### src/sv/name_keyed_nibble_swap_xor_decrypt_macros.svh
// assertion helpers included by the decryptor rtl
`ifndef NAME_KEYED_NIBBLE_SWAP_XOR_DECRYPT_MACROS_SVH
`define NAME_KEYED_NIBBLE_SWAP_XOR_DECRYPT_MACROS_SVH

// property holds at every clock edge outside reset
`define NKSXD_ASSERT_ALWAYS(lbl, clk, rst, expr) \
   lbl: assert property (@(posedge clk) disable iff (rst) (expr)) \
      else $error("assertion failed: always");

// consequent holds in the cycle after the antecedent
`define NKSXD_ASSERT_NEXT(lbl, clk, rst, ante, cons) \
   lbl: assert property (@(posedge clk) disable iff (rst) (ante) |=> (cons)) \
      else $error("assertion failed: next cycle");

`endif

### src/sv/nksxd_pkg.sv
package nksxd_pkg;

   localparam int MAX_KEY_BYTES_DEF = 256;
   localparam int CHUNK_W           = 16;
   localparam int BYTE_W            = 8;
   localparam int CMD_W             = 2;

   localparam logic [CMD_W-1:0] CMD_BEGIN = 2'd0;
   localparam logic [CMD_W-1:0] CMD_NAME  = 2'd1;
   localparam logic [CMD_W-1:0] CMD_DATA  = 2'd2;
   localparam logic [CMD_W-1:0] CMD_RSVD  = 2'd3;

   // rotating mask applied to name bytes
   function automatic logic [BYTE_W-1:0] name_mask(input logic [1:0] pos);
      logic [BYTE_W-1:0] m;
      unique case (pos)
         2'd0: m = 8'hEC;
         2'd1: m = 8'hCA;
         2'd2: m = 8'h79;
         2'd3: m = 8'hF8;
      endcase
      return m;
   endfunction

   function automatic logic [BYTE_W-1:0] nibble_swap(input logic [BYTE_W-1:0] b);
      return {b[3:0], b[7:4]};
   endfunction

endpackage

### src/sv/nksxd_key_ram.sv
module nksxd_key_ram
   import nksxd_pkg::*;
#(
   parameter int DEPTH = MAX_KEY_BYTES_DEF,
   localparam int AW   = $clog2(DEPTH)
) (
   input  logic              clock,
   input  logic              wr_en,
   input  logic [AW-1:0]     wr_addr,
   input  logic [BYTE_W-1:0] wr_data,
   input  logic              rd_en,
   input  logic [AW-1:0]     rd_addr,
   output logic [BYTE_W-1:0] rd_data
);

   logic [BYTE_W-1:0] mem [DEPTH];
   logic [BYTE_W-1:0] rd_data_ff;

   always_ff @(posedge clock) begin
      if (wr_en) begin
         mem[wr_addr] <= wr_data;
      end
   end

   // read data holds while no read is issued
   always_ff @(posedge clock) begin
      if (rd_en) begin
         rd_data_ff <= mem[rd_addr];
      end
   end

   assign rd_data = rd_data_ff;

endmodule

### src/sv/name_keyed_nibble_swap_xor_decrypt.sv
// Byte-stream decryptor keyed by a file name.
// Request channel (req_): tuser carries the command (begin, name byte, data
// byte), tdata the byte. Begin clears the key, its length, the counters and
// the truncation flag. Non-zero name bytes are masked and appended to the
// key memory; name bytes past its capacity are dropped and flagged.
// Data bytes are nibble-swapped, XORed with the current key byte and come
// out on the response channel (rsp_): tdata the plain byte, tuser the
// truncation flag. Begin, name and reserved commands give no response.
// csr_wr_en/csr_wr_data write chunk_size; write it only while idle.
// Throughput: one request per cycle while the receiver does not stall. For
// a data byte, the key memory is read and the read stage loads at the
// accepting edge; the output register, which drives rsp_tvalid, loads once free.
// Reset (synchronous, active high) clears all counters, the flag, chunk_size
// and both pipeline valids; the key memory needs no clearing pass.
// When the receiver stalls, the output register and the read stage hold and
// req_tready drops once both are full; nothing is lost.
module name_keyed_nibble_swap_xor_decrypt
   import nksxd_pkg::*;
#(
   parameter int MAX_KEY_BYTES = MAX_KEY_BYTES_DEF
) (
   input  logic               clock,
   input  logic               reset,
   input  logic               req_tvalid,
   output logic               req_tready,
   input  logic [BYTE_W-1:0]  req_tdata,   // [7:0] in_byte
   input  logic [CMD_W-1:0]   req_tuser,   // [1:0] cmd
   output logic               rsp_tvalid,
   input  logic               rsp_tready,
   output logic [BYTE_W-1:0]  rsp_tdata,   // [7:0] plain_byte
   output logic               rsp_tuser,   // [0] key_truncated
   input  logic               csr_wr_en,
   input  logic [CHUNK_W-1:0] csr_wr_data
);

`include "name_keyed_nibble_swap_xor_decrypt_macros.svh"

   localparam int KW = $clog2(MAX_KEY_BYTES);
   localparam int LW = $clog2(MAX_KEY_BYTES + 1);

   logic [CHUNK_W-1:0] chunk_size_ff;
   logic [LW-1:0]      key_len_ff, key_len_in;
   logic [KW-1:0]      key_pos_ff, key_pos_in;
   logic [CHUNK_W-1:0] chunk_pos_ff, chunk_pos_in;
   logic [1:0]         mask_pos_ff, mask_pos_in;
   logic               ovf_ff, ovf_in;

   logic               s1_valid_ff;
   logic [BYTE_W-1:0]  s1_swap_ff;
   logic               s1_use_key_ff;
   logic               s1_trunc_ff;

   logic               rsp_valid_ff;
   logic [BYTE_W-1:0]  rsp_data_ff;
   logic               rsp_trunc_ff;

   logic               out_ready, s1_adv, req_acc, data_acc;
   logic               wr_en;
   logic [BYTE_W-1:0]  wr_data, key_byte;
   logic [LW-1:0]      pos_next;
   logic [CHUNK_W-1:0] chunk_next;

   assign out_ready  = !rsp_valid_ff || rsp_tready;
   assign s1_adv     = s1_valid_ff && out_ready;
   assign req_tready = !s1_valid_ff || out_ready;
   assign req_acc    = req_tvalid && req_tready;
   assign data_acc   = req_acc && (req_tuser == CMD_DATA);

   assign pos_next   = LW'(key_pos_ff) + LW'(1);
   assign chunk_next = chunk_pos_ff + CHUNK_W'(1);
   assign wr_data    = req_tdata ^ name_mask(mask_pos_ff);

   always_comb begin
      key_len_in   = key_len_ff;
      key_pos_in   = key_pos_ff;
      chunk_pos_in = chunk_pos_ff;
      mask_pos_in  = mask_pos_ff;
      ovf_in       = ovf_ff;
      wr_en        = 1'b0;
      if (req_acc) begin
         unique case (req_tuser)
            CMD_BEGIN: begin
               key_len_in   = '0;
               key_pos_in   = '0;
               chunk_pos_in = '0;
               mask_pos_in  = '0;
               ovf_in       = 1'b0;
            end
            CMD_NAME: begin
               if (req_tdata != '0) begin
                  if (key_len_ff < LW'(MAX_KEY_BYTES)) begin
                     wr_en       = 1'b1;
                     key_len_in  = key_len_ff + LW'(1);
                     mask_pos_in = mask_pos_ff + 2'd1;
                  end else begin
                     ovf_in = 1'b1;
                  end
               end
            end
            CMD_DATA: begin
               // wrap at key length, also covers the empty key
               if (pos_next >= key_len_ff) begin
                  key_pos_in = '0;
               end else begin
                  key_pos_in = pos_next[KW-1:0];
               end
               chunk_pos_in = chunk_next;
               if (chunk_size_ff != '0 && chunk_next == chunk_size_ff) begin
                  chunk_pos_in = '0;
                  key_pos_in   = '0;
               end
            end
            CMD_RSVD: begin
            end
         endcase
      end
   end

   // write address is the key length, read address stays below it unless the key is empty
   nksxd_key_ram #(
      .DEPTH (MAX_KEY_BYTES)
   ) u_key_ram (
      .clock   (clock),
      .wr_en   (wr_en),
      .wr_addr (key_len_ff[KW-1:0]),
      .wr_data (wr_data),
      .rd_en   (data_acc),
      .rd_addr (key_pos_ff),
      .rd_data (key_byte)
   );

   always_ff @(posedge clock) begin
      if (reset) begin
         chunk_size_ff <= '0;
         key_len_ff    <= '0;
         key_pos_ff    <= '0;
         chunk_pos_ff  <= '0;
         mask_pos_ff   <= '0;
         ovf_ff        <= 1'b0;
         s1_valid_ff   <= 1'b0;
         rsp_valid_ff  <= 1'b0;
      end else begin
         if (csr_wr_en) begin
            chunk_size_ff <= csr_wr_data;
         end
         key_len_ff   <= key_len_in;
         key_pos_ff   <= key_pos_in;
         chunk_pos_ff <= chunk_pos_in;
         mask_pos_ff  <= mask_pos_in;
         ovf_ff       <= ovf_in;
         if (req_tready) begin
            s1_valid_ff <= data_acc;
         end
         if (out_ready) begin
            rsp_valid_ff <= s1_valid_ff;
         end
      end
   end

   always_ff @(posedge clock) begin
      if (data_acc) begin
         s1_swap_ff    <= nibble_swap(req_tdata);
         s1_use_key_ff <= (key_len_ff != '0);
         s1_trunc_ff   <= ovf_ff;
      end
      if (s1_adv) begin
         rsp_data_ff  <= s1_swap_ff ^ (s1_use_key_ff ? key_byte : '0);
         rsp_trunc_ff <= s1_trunc_ff;
      end
   end

   assign rsp_tvalid = rsp_valid_ff;
   assign rsp_tdata  = rsp_data_ff;
   assign rsp_tuser  = rsp_trunc_ff;

   `NKSXD_ASSERT_ALWAYS(a_pos_below_len, clock, reset,
      key_len_ff == '0 || LW'(key_pos_ff) < key_len_ff)
   `NKSXD_ASSERT_ALWAYS(a_len_in_range, clock, reset,
      key_len_ff <= LW'(MAX_KEY_BYTES))
   `NKSXD_ASSERT_NEXT(a_begin_clears, clock, reset,
      req_acc && req_tuser == CMD_BEGIN, key_len_ff == '0 && !ovf_ff)
   `NKSXD_ASSERT_NEXT(a_s1_holds, clock, reset,
      s1_valid_ff && !out_ready,
      s1_valid_ff && $stable(s1_swap_ff) && (!s1_use_key_ff || $stable(key_byte)))

endmodule

### config.mk
export PLATFORM = sky130hd
export DESIGN_NAME = name_keyed_nibble_swap_xor_decrypt
export DESIGN_NICKNAME = d
export VERILOG_FILES = /design/src/sv/nksxd_pkg.sv /design/src/sv/nksxd_key_ram.sv /design/src/sv/name_keyed_nibble_swap_xor_decrypt.sv
export VERILOG_INCLUDE_DIRS = /design/src /design/src/sv
export SDC_FILE = /design/constraint.sdc
export NUM_CORES = 2
export LEC_CHECK = 0
export ABC_CLOCK_PERIOD_IN_PS = 12400
export BUFFER_PORTS_ARGS = -buffer_cell sky130_fd_sc_hd__clkbuf_2
export CORE_UTILIZATION = 60
export CTS_CLUSTER_DIAMETER = 50
export DETAILED_ROUTE_END_ITERATION = 8
export GPL_TIMING_DRIVEN = 0
export PLACE_DENSITY = 0.76
export SLEW_MARGIN = 20
export SYNTH_ARGS = -nofsm -noshare
export SYNTH_HDL_FRONTEND = slang
export SYNTH_SLANG_ARGS = --single-unit
### constraint.sdc
create_clock -name clock -period 12.4 [get_ports clock]
set_input_delay 1.24 -clock clock [delete_from_list [all_inputs] [get_ports clock]]
set_output_delay 1.24 -clock clock [all_outputs]
set_load 0.05 [all_outputs]
* Yosys cells after proc, flatten, opt, wreduce, memory -nomap -nowiden
Memories as Yosys holds them, arrays and structs flattened. A register that Yosys moved wholly into a read port is not among the register bits.
Cells that the tools add are included.
** Storage, ports and cells
- Output and inout port bits :: 11
- Memories :: 1
- Bits in registers :: 73
- Bits of input ports :: 31
- Word-level logic and storage cells :: 71
- Bits in writable memories :: 2048
** Memory list
- u_key_ram.mem :: depth 256, width 8, rd ports 1, clocked after memory_dff 1, write ports 1, line nksxd_key_ram.sv:16 : logic [BYTE_W-1:0] mem [DEPTH];
** Operators by class
- Add/subtract/negate cells :: 4
- Bitwise gates (word level) :: 2
- Reduce and logical (&&, ||, !) cells :: 18
- Equality and inequality tests :: 9
- $lt $le $gt $ge :: 2
- Multiplexer cells :: 22
** Operator list (number)
- one-hot mux 16 bit (2 select lines) :: 1
- one-hot mux 8 bit (4 select lines) :: 1
- two-way mux 8 bit :: 3
- two-way mux 9 bit :: 2
- one-hot mux 9 bit (2 select lines) :: 1
- adder 16 x 1 -> 16 bit (second input constant) :: 1
- == test 16 bit :: 1
- two-way mux 16 bit :: 1
- one-hot mux 8 bit (2 select lines) :: 1
- nonzero test 16 bit :: 1
- XOR 8 bit :: 2
- adder 8 x 1 -> 9 bit (second input constant) :: 1
- adder 9 x 1 -> 9 bit (second input constant) :: 1
- >= comparator 9 bit :: 1
- less-than comparator 9 bit (second input constant) :: 1
- nonzero test 9 bit :: 1
- two-way mux 1 bit :: 8
- AND reduction 4 bit :: 2
- nonzero test 8 bit :: 1
- == test 2 bit (second input constant) :: 3
- inequality test 2 bit (second input constant) :: 3
- == test 2 x 1 -> 1 bit (second input constant) :: 2
- logical AND 1 bit :: 4
- zero test 2 bit :: 2
- 8 further kinds :: 12

* Longest topological paths before layout
- Depth after elaboration :: 7
- Depth in mapped cells :: 15
- Depth with buffers taken out :: 11

* By module
Synthesis repeated with hierarchy kept, for this count alone.
** Second synthesis, totals
- Cells, all modules :: 4183
- Area, all modules :: 83754.1 µm²
** By module, submodules not included
- nksxd_key_ram :: area each 79636.4 µm², cells an instance 3733, sequential area each 61739.2 µm², times used 1
- name_keyed_nibble_swap_xor_decrypt :: area each 4117.7 µm², cells an instance 450, sequential area each 1651.6 µm², times used 1

* Least setup slack after synthesis
Ideal clock, no wire load.
- Path kind :: input -> register
- From :: in req_tdata[4]
- To :: mem u_key_ram.mem[0][4] (data pin)
- Setup slack :: 2.262 ns
- Library setup time :: 1.658 ns
- Path buffers :: 0
- Stages :: 1
- Data required time :: 10.742 ns
- Arrival :: 8.480 ns
- Path through :: xnor2_1
** Between the ends
- Cells in the longest elaborated chain, start to end :: 1
** RTL lines
- start: declaration :: line name_keyed_nibble_swap_xor_decrypt.sv:26 : input logic [BYTE_W-1:0] req_tdata,
- XOR 8 bit :: line name_keyed_nibble_swap_xor_decrypt.sv:71 : assign wr_data = req_tdata ^ name_mask(mask_pos_ff);
- end: declaration :: line nksxd_key_ram.sv:16
No other way between the ends.

* Worst setup path in the final report
- From :: reg key_pos_ff[1]
- To :: reg key_pos_ff[3]
** Between the ends
- Cells in the longest elaborated chain, start to end :: 5
** RTL lines
- start: declaration :: line name_keyed_nibble_swap_xor_decrypt.sv:43 : logic [KW-1:0] key_pos_ff, key_pos_in;
- start signal: assignment :: line name_keyed_nibble_swap_xor_decrypt.sv:147 : key_pos_ff <= key_pos_in;
- adder 8 x 1 -> 9 bit (*) :: line name_keyed_nibble_swap_xor_decrypt.sv:69 : assign pos_next = LW'(key_pos_ff) + LW'(1);
- >= comparator 9 bit :: line name_keyed_nibble_swap_xor_decrypt.sv:102 : if (pos_next >= key_len_ff) begin
- two-way mux 8 bit (*) :: line name_keyed_nibble_swap_xor_decrypt.sv:102
- two-way mux 8 bit (*) :: line name_keyed_nibble_swap_xor_decrypt.sv:108 : if (chunk_size_ff != '0 && chunk_next == chunk_size_ff) begin
- one-hot mux 8 bit (2 select lines) (*) :: line name_keyed_nibble_swap_xor_decrypt.sv:81 : unique case (req_tuser)
Mark *: on every way between the ends. The rest lies on a longest branch, timed or not.
A chain may end at the register's enable or synchronous reset.

==> results.tsv <==
stage	metric	value	unit
timing	Final setup viols	0	
die	core area	138000	sq um
timing	Max Freq	181	MHz
synth	register area share after synthesis	0.759	
setup_path	Crit Path Category	flip-flop to flip-flop	
global_routing	Top Usage Layer GRT	met2	
global_routing	grt total ovfl	0	
pwr	VDD IR max	0.152	mV
setup_path	RR Startpoint	key_pos_ff[1]	
outcome	status	complete, no violations	
global_routing	GRT Resource Usage Total	0.343	
cts	H-tree depth	4	
drt	WL per Instance	38.5	microns
setup_path	CP arrival	6.28	ns
setup_path	critical path endpoint	key_pos_ff[3]	
cts	CTS buffer count	206	
timing	Fin. Hold Viols	0	
drt	WL final	238	mm
timing	period utilization	0.445	
layout	Reg area	63400	sq um
synth	synth cell count leaders	edfxtp_1 (2075), mux4_2 (596), nor2_1 (317)	
flow_run	Max-Cap Viols	0	
place	Port-buffer cells	40	
pwr	Cell Pwr Density	156	nW/um^2
setup_path	CP Capture Type	flip-flop	
die	die width	375	microns
setup_path	Critical Path Fanout Max	10	
setup_path	Critical Path Source	key_pos_ff[1]	
cts	worst skew pair latency	0.87	ns
place	DP Cell Count	5790	
drt	via count	44200	
synth	top_reg_cell synth	edfxtp_1	
setup_path	R2R depth	14	
synth	Unique masters post-synth	61	
die	die area	141000	sq um
die	Rows	136	
synth	Avg Synthesized Cell Area	21.6	sq um
global_routing	met3 GRT Util	0.105	
layout	final net count	4257	
die	I/O Pins	42	
timing	unrepaired setup endpoints after global routing	no	
drt	initial DRC count	6996	
pwr	LEAKAGE	28.7	nW
global_routing	met2 Use GR	0.514	
timing	worst clock skew	0.0347	ns
global_routing	vias in the first global route	43600	
place	worst slack at placement	6.62	ns
timing	final worst slack	6.88	ns
timing	WHS	0.428	ns
global_routing	first-pass GRT wire length	330	mm
cts	CTS tree	built	
cts	Post-CTS Setup Bufs	0	
cts	PostCTS Resize Cnt	0	
synth	top-area cell type share of the netlist area	0.746	
cts	clock transition at the registers of the reported paths	0.06	ns
cts	Clock Path Buffers	3	
drt	vias per cell	7.16	
timing	worst-margin pin slew	1.31	ns
global_routing	initial antenna violation count	10	
place	Routability Congestion	0.989	
layout	Layout Cells excl Fill	6174	
drt	Antenna Nets Post-Route	0	
min_path	HP Class	flip-flop to flip-flop	
layout	Multi-input gate area	19000	sq um
die	die span in y	375	microns
synth	Synth async-reset ratio	0	
global_routing	met1 GRT Util	0.459	
cts	Clock Root Buffer	clkbuf_16	
synth	cell count after synthesis	3865	
die	Initial Util	0.606	
place	DP Wirelength	155	mm
synth	dominant cell type by area after synthesis	edfxtp_1	
drt	DRT Pass-1 Iters	8	
global_routing	largest net degree at the start of global routing	142	
drt	DRC	0	
setup_path	reg2reg setup slack	6.88	ns
timing	crit path time final	5.52	ns
synth	largest cells by area after synthesis	edfxtp_1 (75%), mux4_2 (16%), nor2_1 (1.4%)	
synth	most instantiated library cell after synthesis	edfxtp_1	
setup_path	startpoint class of the critical path	flip-flop	
setup_path	worst reg2reg endpoint	key_pos_ff[3]	
synth	Synth Net Count	3917	
layout	layout cells sized above 1	0.274	
layout	FILL cells	8188	
synth	yosys warns	0	
setup_path	Critical Path RT	13.16	ns
synth	number of enable flip-flop cells after synthesis	2075	
pwr	Power Total	14.7	mW
cts	CTS Hold Buffers Added	0	
timing	Slew headroom	0.126	
layout	Final Util	0.687	
synth	#FFs+latches synth	2129	
timing	max-slew violations	0	
layout	Layout Area Growth over Synthesis	13.4	%
cts	CTS sink cnt	2129	
synth	Post-Syn Area	83600	sq um
worst min-delay path by stage:
stage / slack, ns / cells after the start / from / endpoint
detailed placement: 0.41 / 0 / s1_trunc_ff / rsp_tuser
CTS: 0.42 / 0 / s1_trunc_ff / rsp_tuser
global route: 0.44 / 0 / s1_trunc_ff / rsp_tuser
global placement: 0.41 / 0 / s1_trunc_ff / rsp_tuser
floorplan: 0.40 / 0 / s1_trunc_ff / rsp_tuser
finish: 0.43 / 0 / s1_trunc_ff / rsp_tuser
per-layer routing:
metal / routed length [microns] / vias up
met3: 32500 / 690
met4: 14600 / 6
met1: 82300 / 22900
met5: 34 / -
li1: - / 16800
met2: 108000 / 3807
stage by stage:
stage | setup TNS [ns] | instance area, sq um
floorplan | 0 | 83600
global placement | -7676.00 | 86000
detailed placement | 0 | 87800
CTS | 0 | 94700
global route | 0 | 94700
finish | 0 | 94700
kinds of logic after synthesis:
kind of cell               Yosys count  share of synthesized area
DFF                               2129                      0.759
and+or+nand+nor                    536                     0.0285
AOI/OAI and AO/OA                  161                     0.0136
buffers and inverters              245                     0.0150
xor gates and xnor gates            53                    0.00556
adders and majority gates           21                    0.00314
muxes                              720                      0.176
cell type report:
class                      instances  share of cell area
multi-input combinational       1491               0.201
clock buffer                     255              0.0576
inverter                          27             0.00123
sequential                      2129               0.669
timing repair buffer             132              0.0192
antenna                            5            0.000132
buffer                           218              0.0127
tap                             1794              0.0237
clock inverter                   123              0.0154
critical path, stage by stage, from the launching register on:
cell and delay [ns]:
dfxtp_1 0.35, buf_2 0.42, buf_2 0.49, buf_2 0.62
buf_1 0.81, nand3_1 0.22, or2_2 0.35, xor2_1 0.24
inv_1 0.09, ha_1 0.29, a21o_1 0.19, a211o_1 0.29
o221ai_1 0.19, nand4b_1 0.41, o21ai_0 0.42
power by group:
group | switching (mW) | internal (mW)
logic | 0.240 | 0.0999
registers | 0.00759 | 7.96
clock network | 2.78 | 3.65
total | 3.03 | 11.7
registers in the layout, indices dropped and copies added (netlist names), 2 cells and up:
name	flops
rsp_tdata	8
key_pos_ff	8
u_key_ram.rd_data	8
chunk_size_ff	16
chunk_pos_ff	16
s1_swap_ff	8
key_len_ff	9
mask_pos_ff	2
u_key_ram.mem	2048
layout by cell type (no fill, tap or decap), drive strengths merged, types with 6 or more instances in the layout:
cell,synthesis,layout
dfxtp,54,54
mux4,596,596
bufinv,0,24
xor2,15,15
o211ai,9,9
clkbuf,92,387
nor2b,21,21
a21oi,22,22
mux2,9,9
a211oi,18,18
buf,126,218
o21ai,24,24
mux2i,115,115
a31oi,15,15
edfxtp,2075,2075
a22oi,25,25
nor2,317,317
nor3,22,22
a22o,8,8
clkinvlp,0,9
xnor2,38,38
inv,26,38
nand2,69,69
clkinv,1,79
nand3b,13,13
nand4,17,17
o221ai,8,8
ha,21,21
nand3,27,27
o311a,6,6
nor4,16,16
Note: power is estimated with default switching activity, not from simulation.
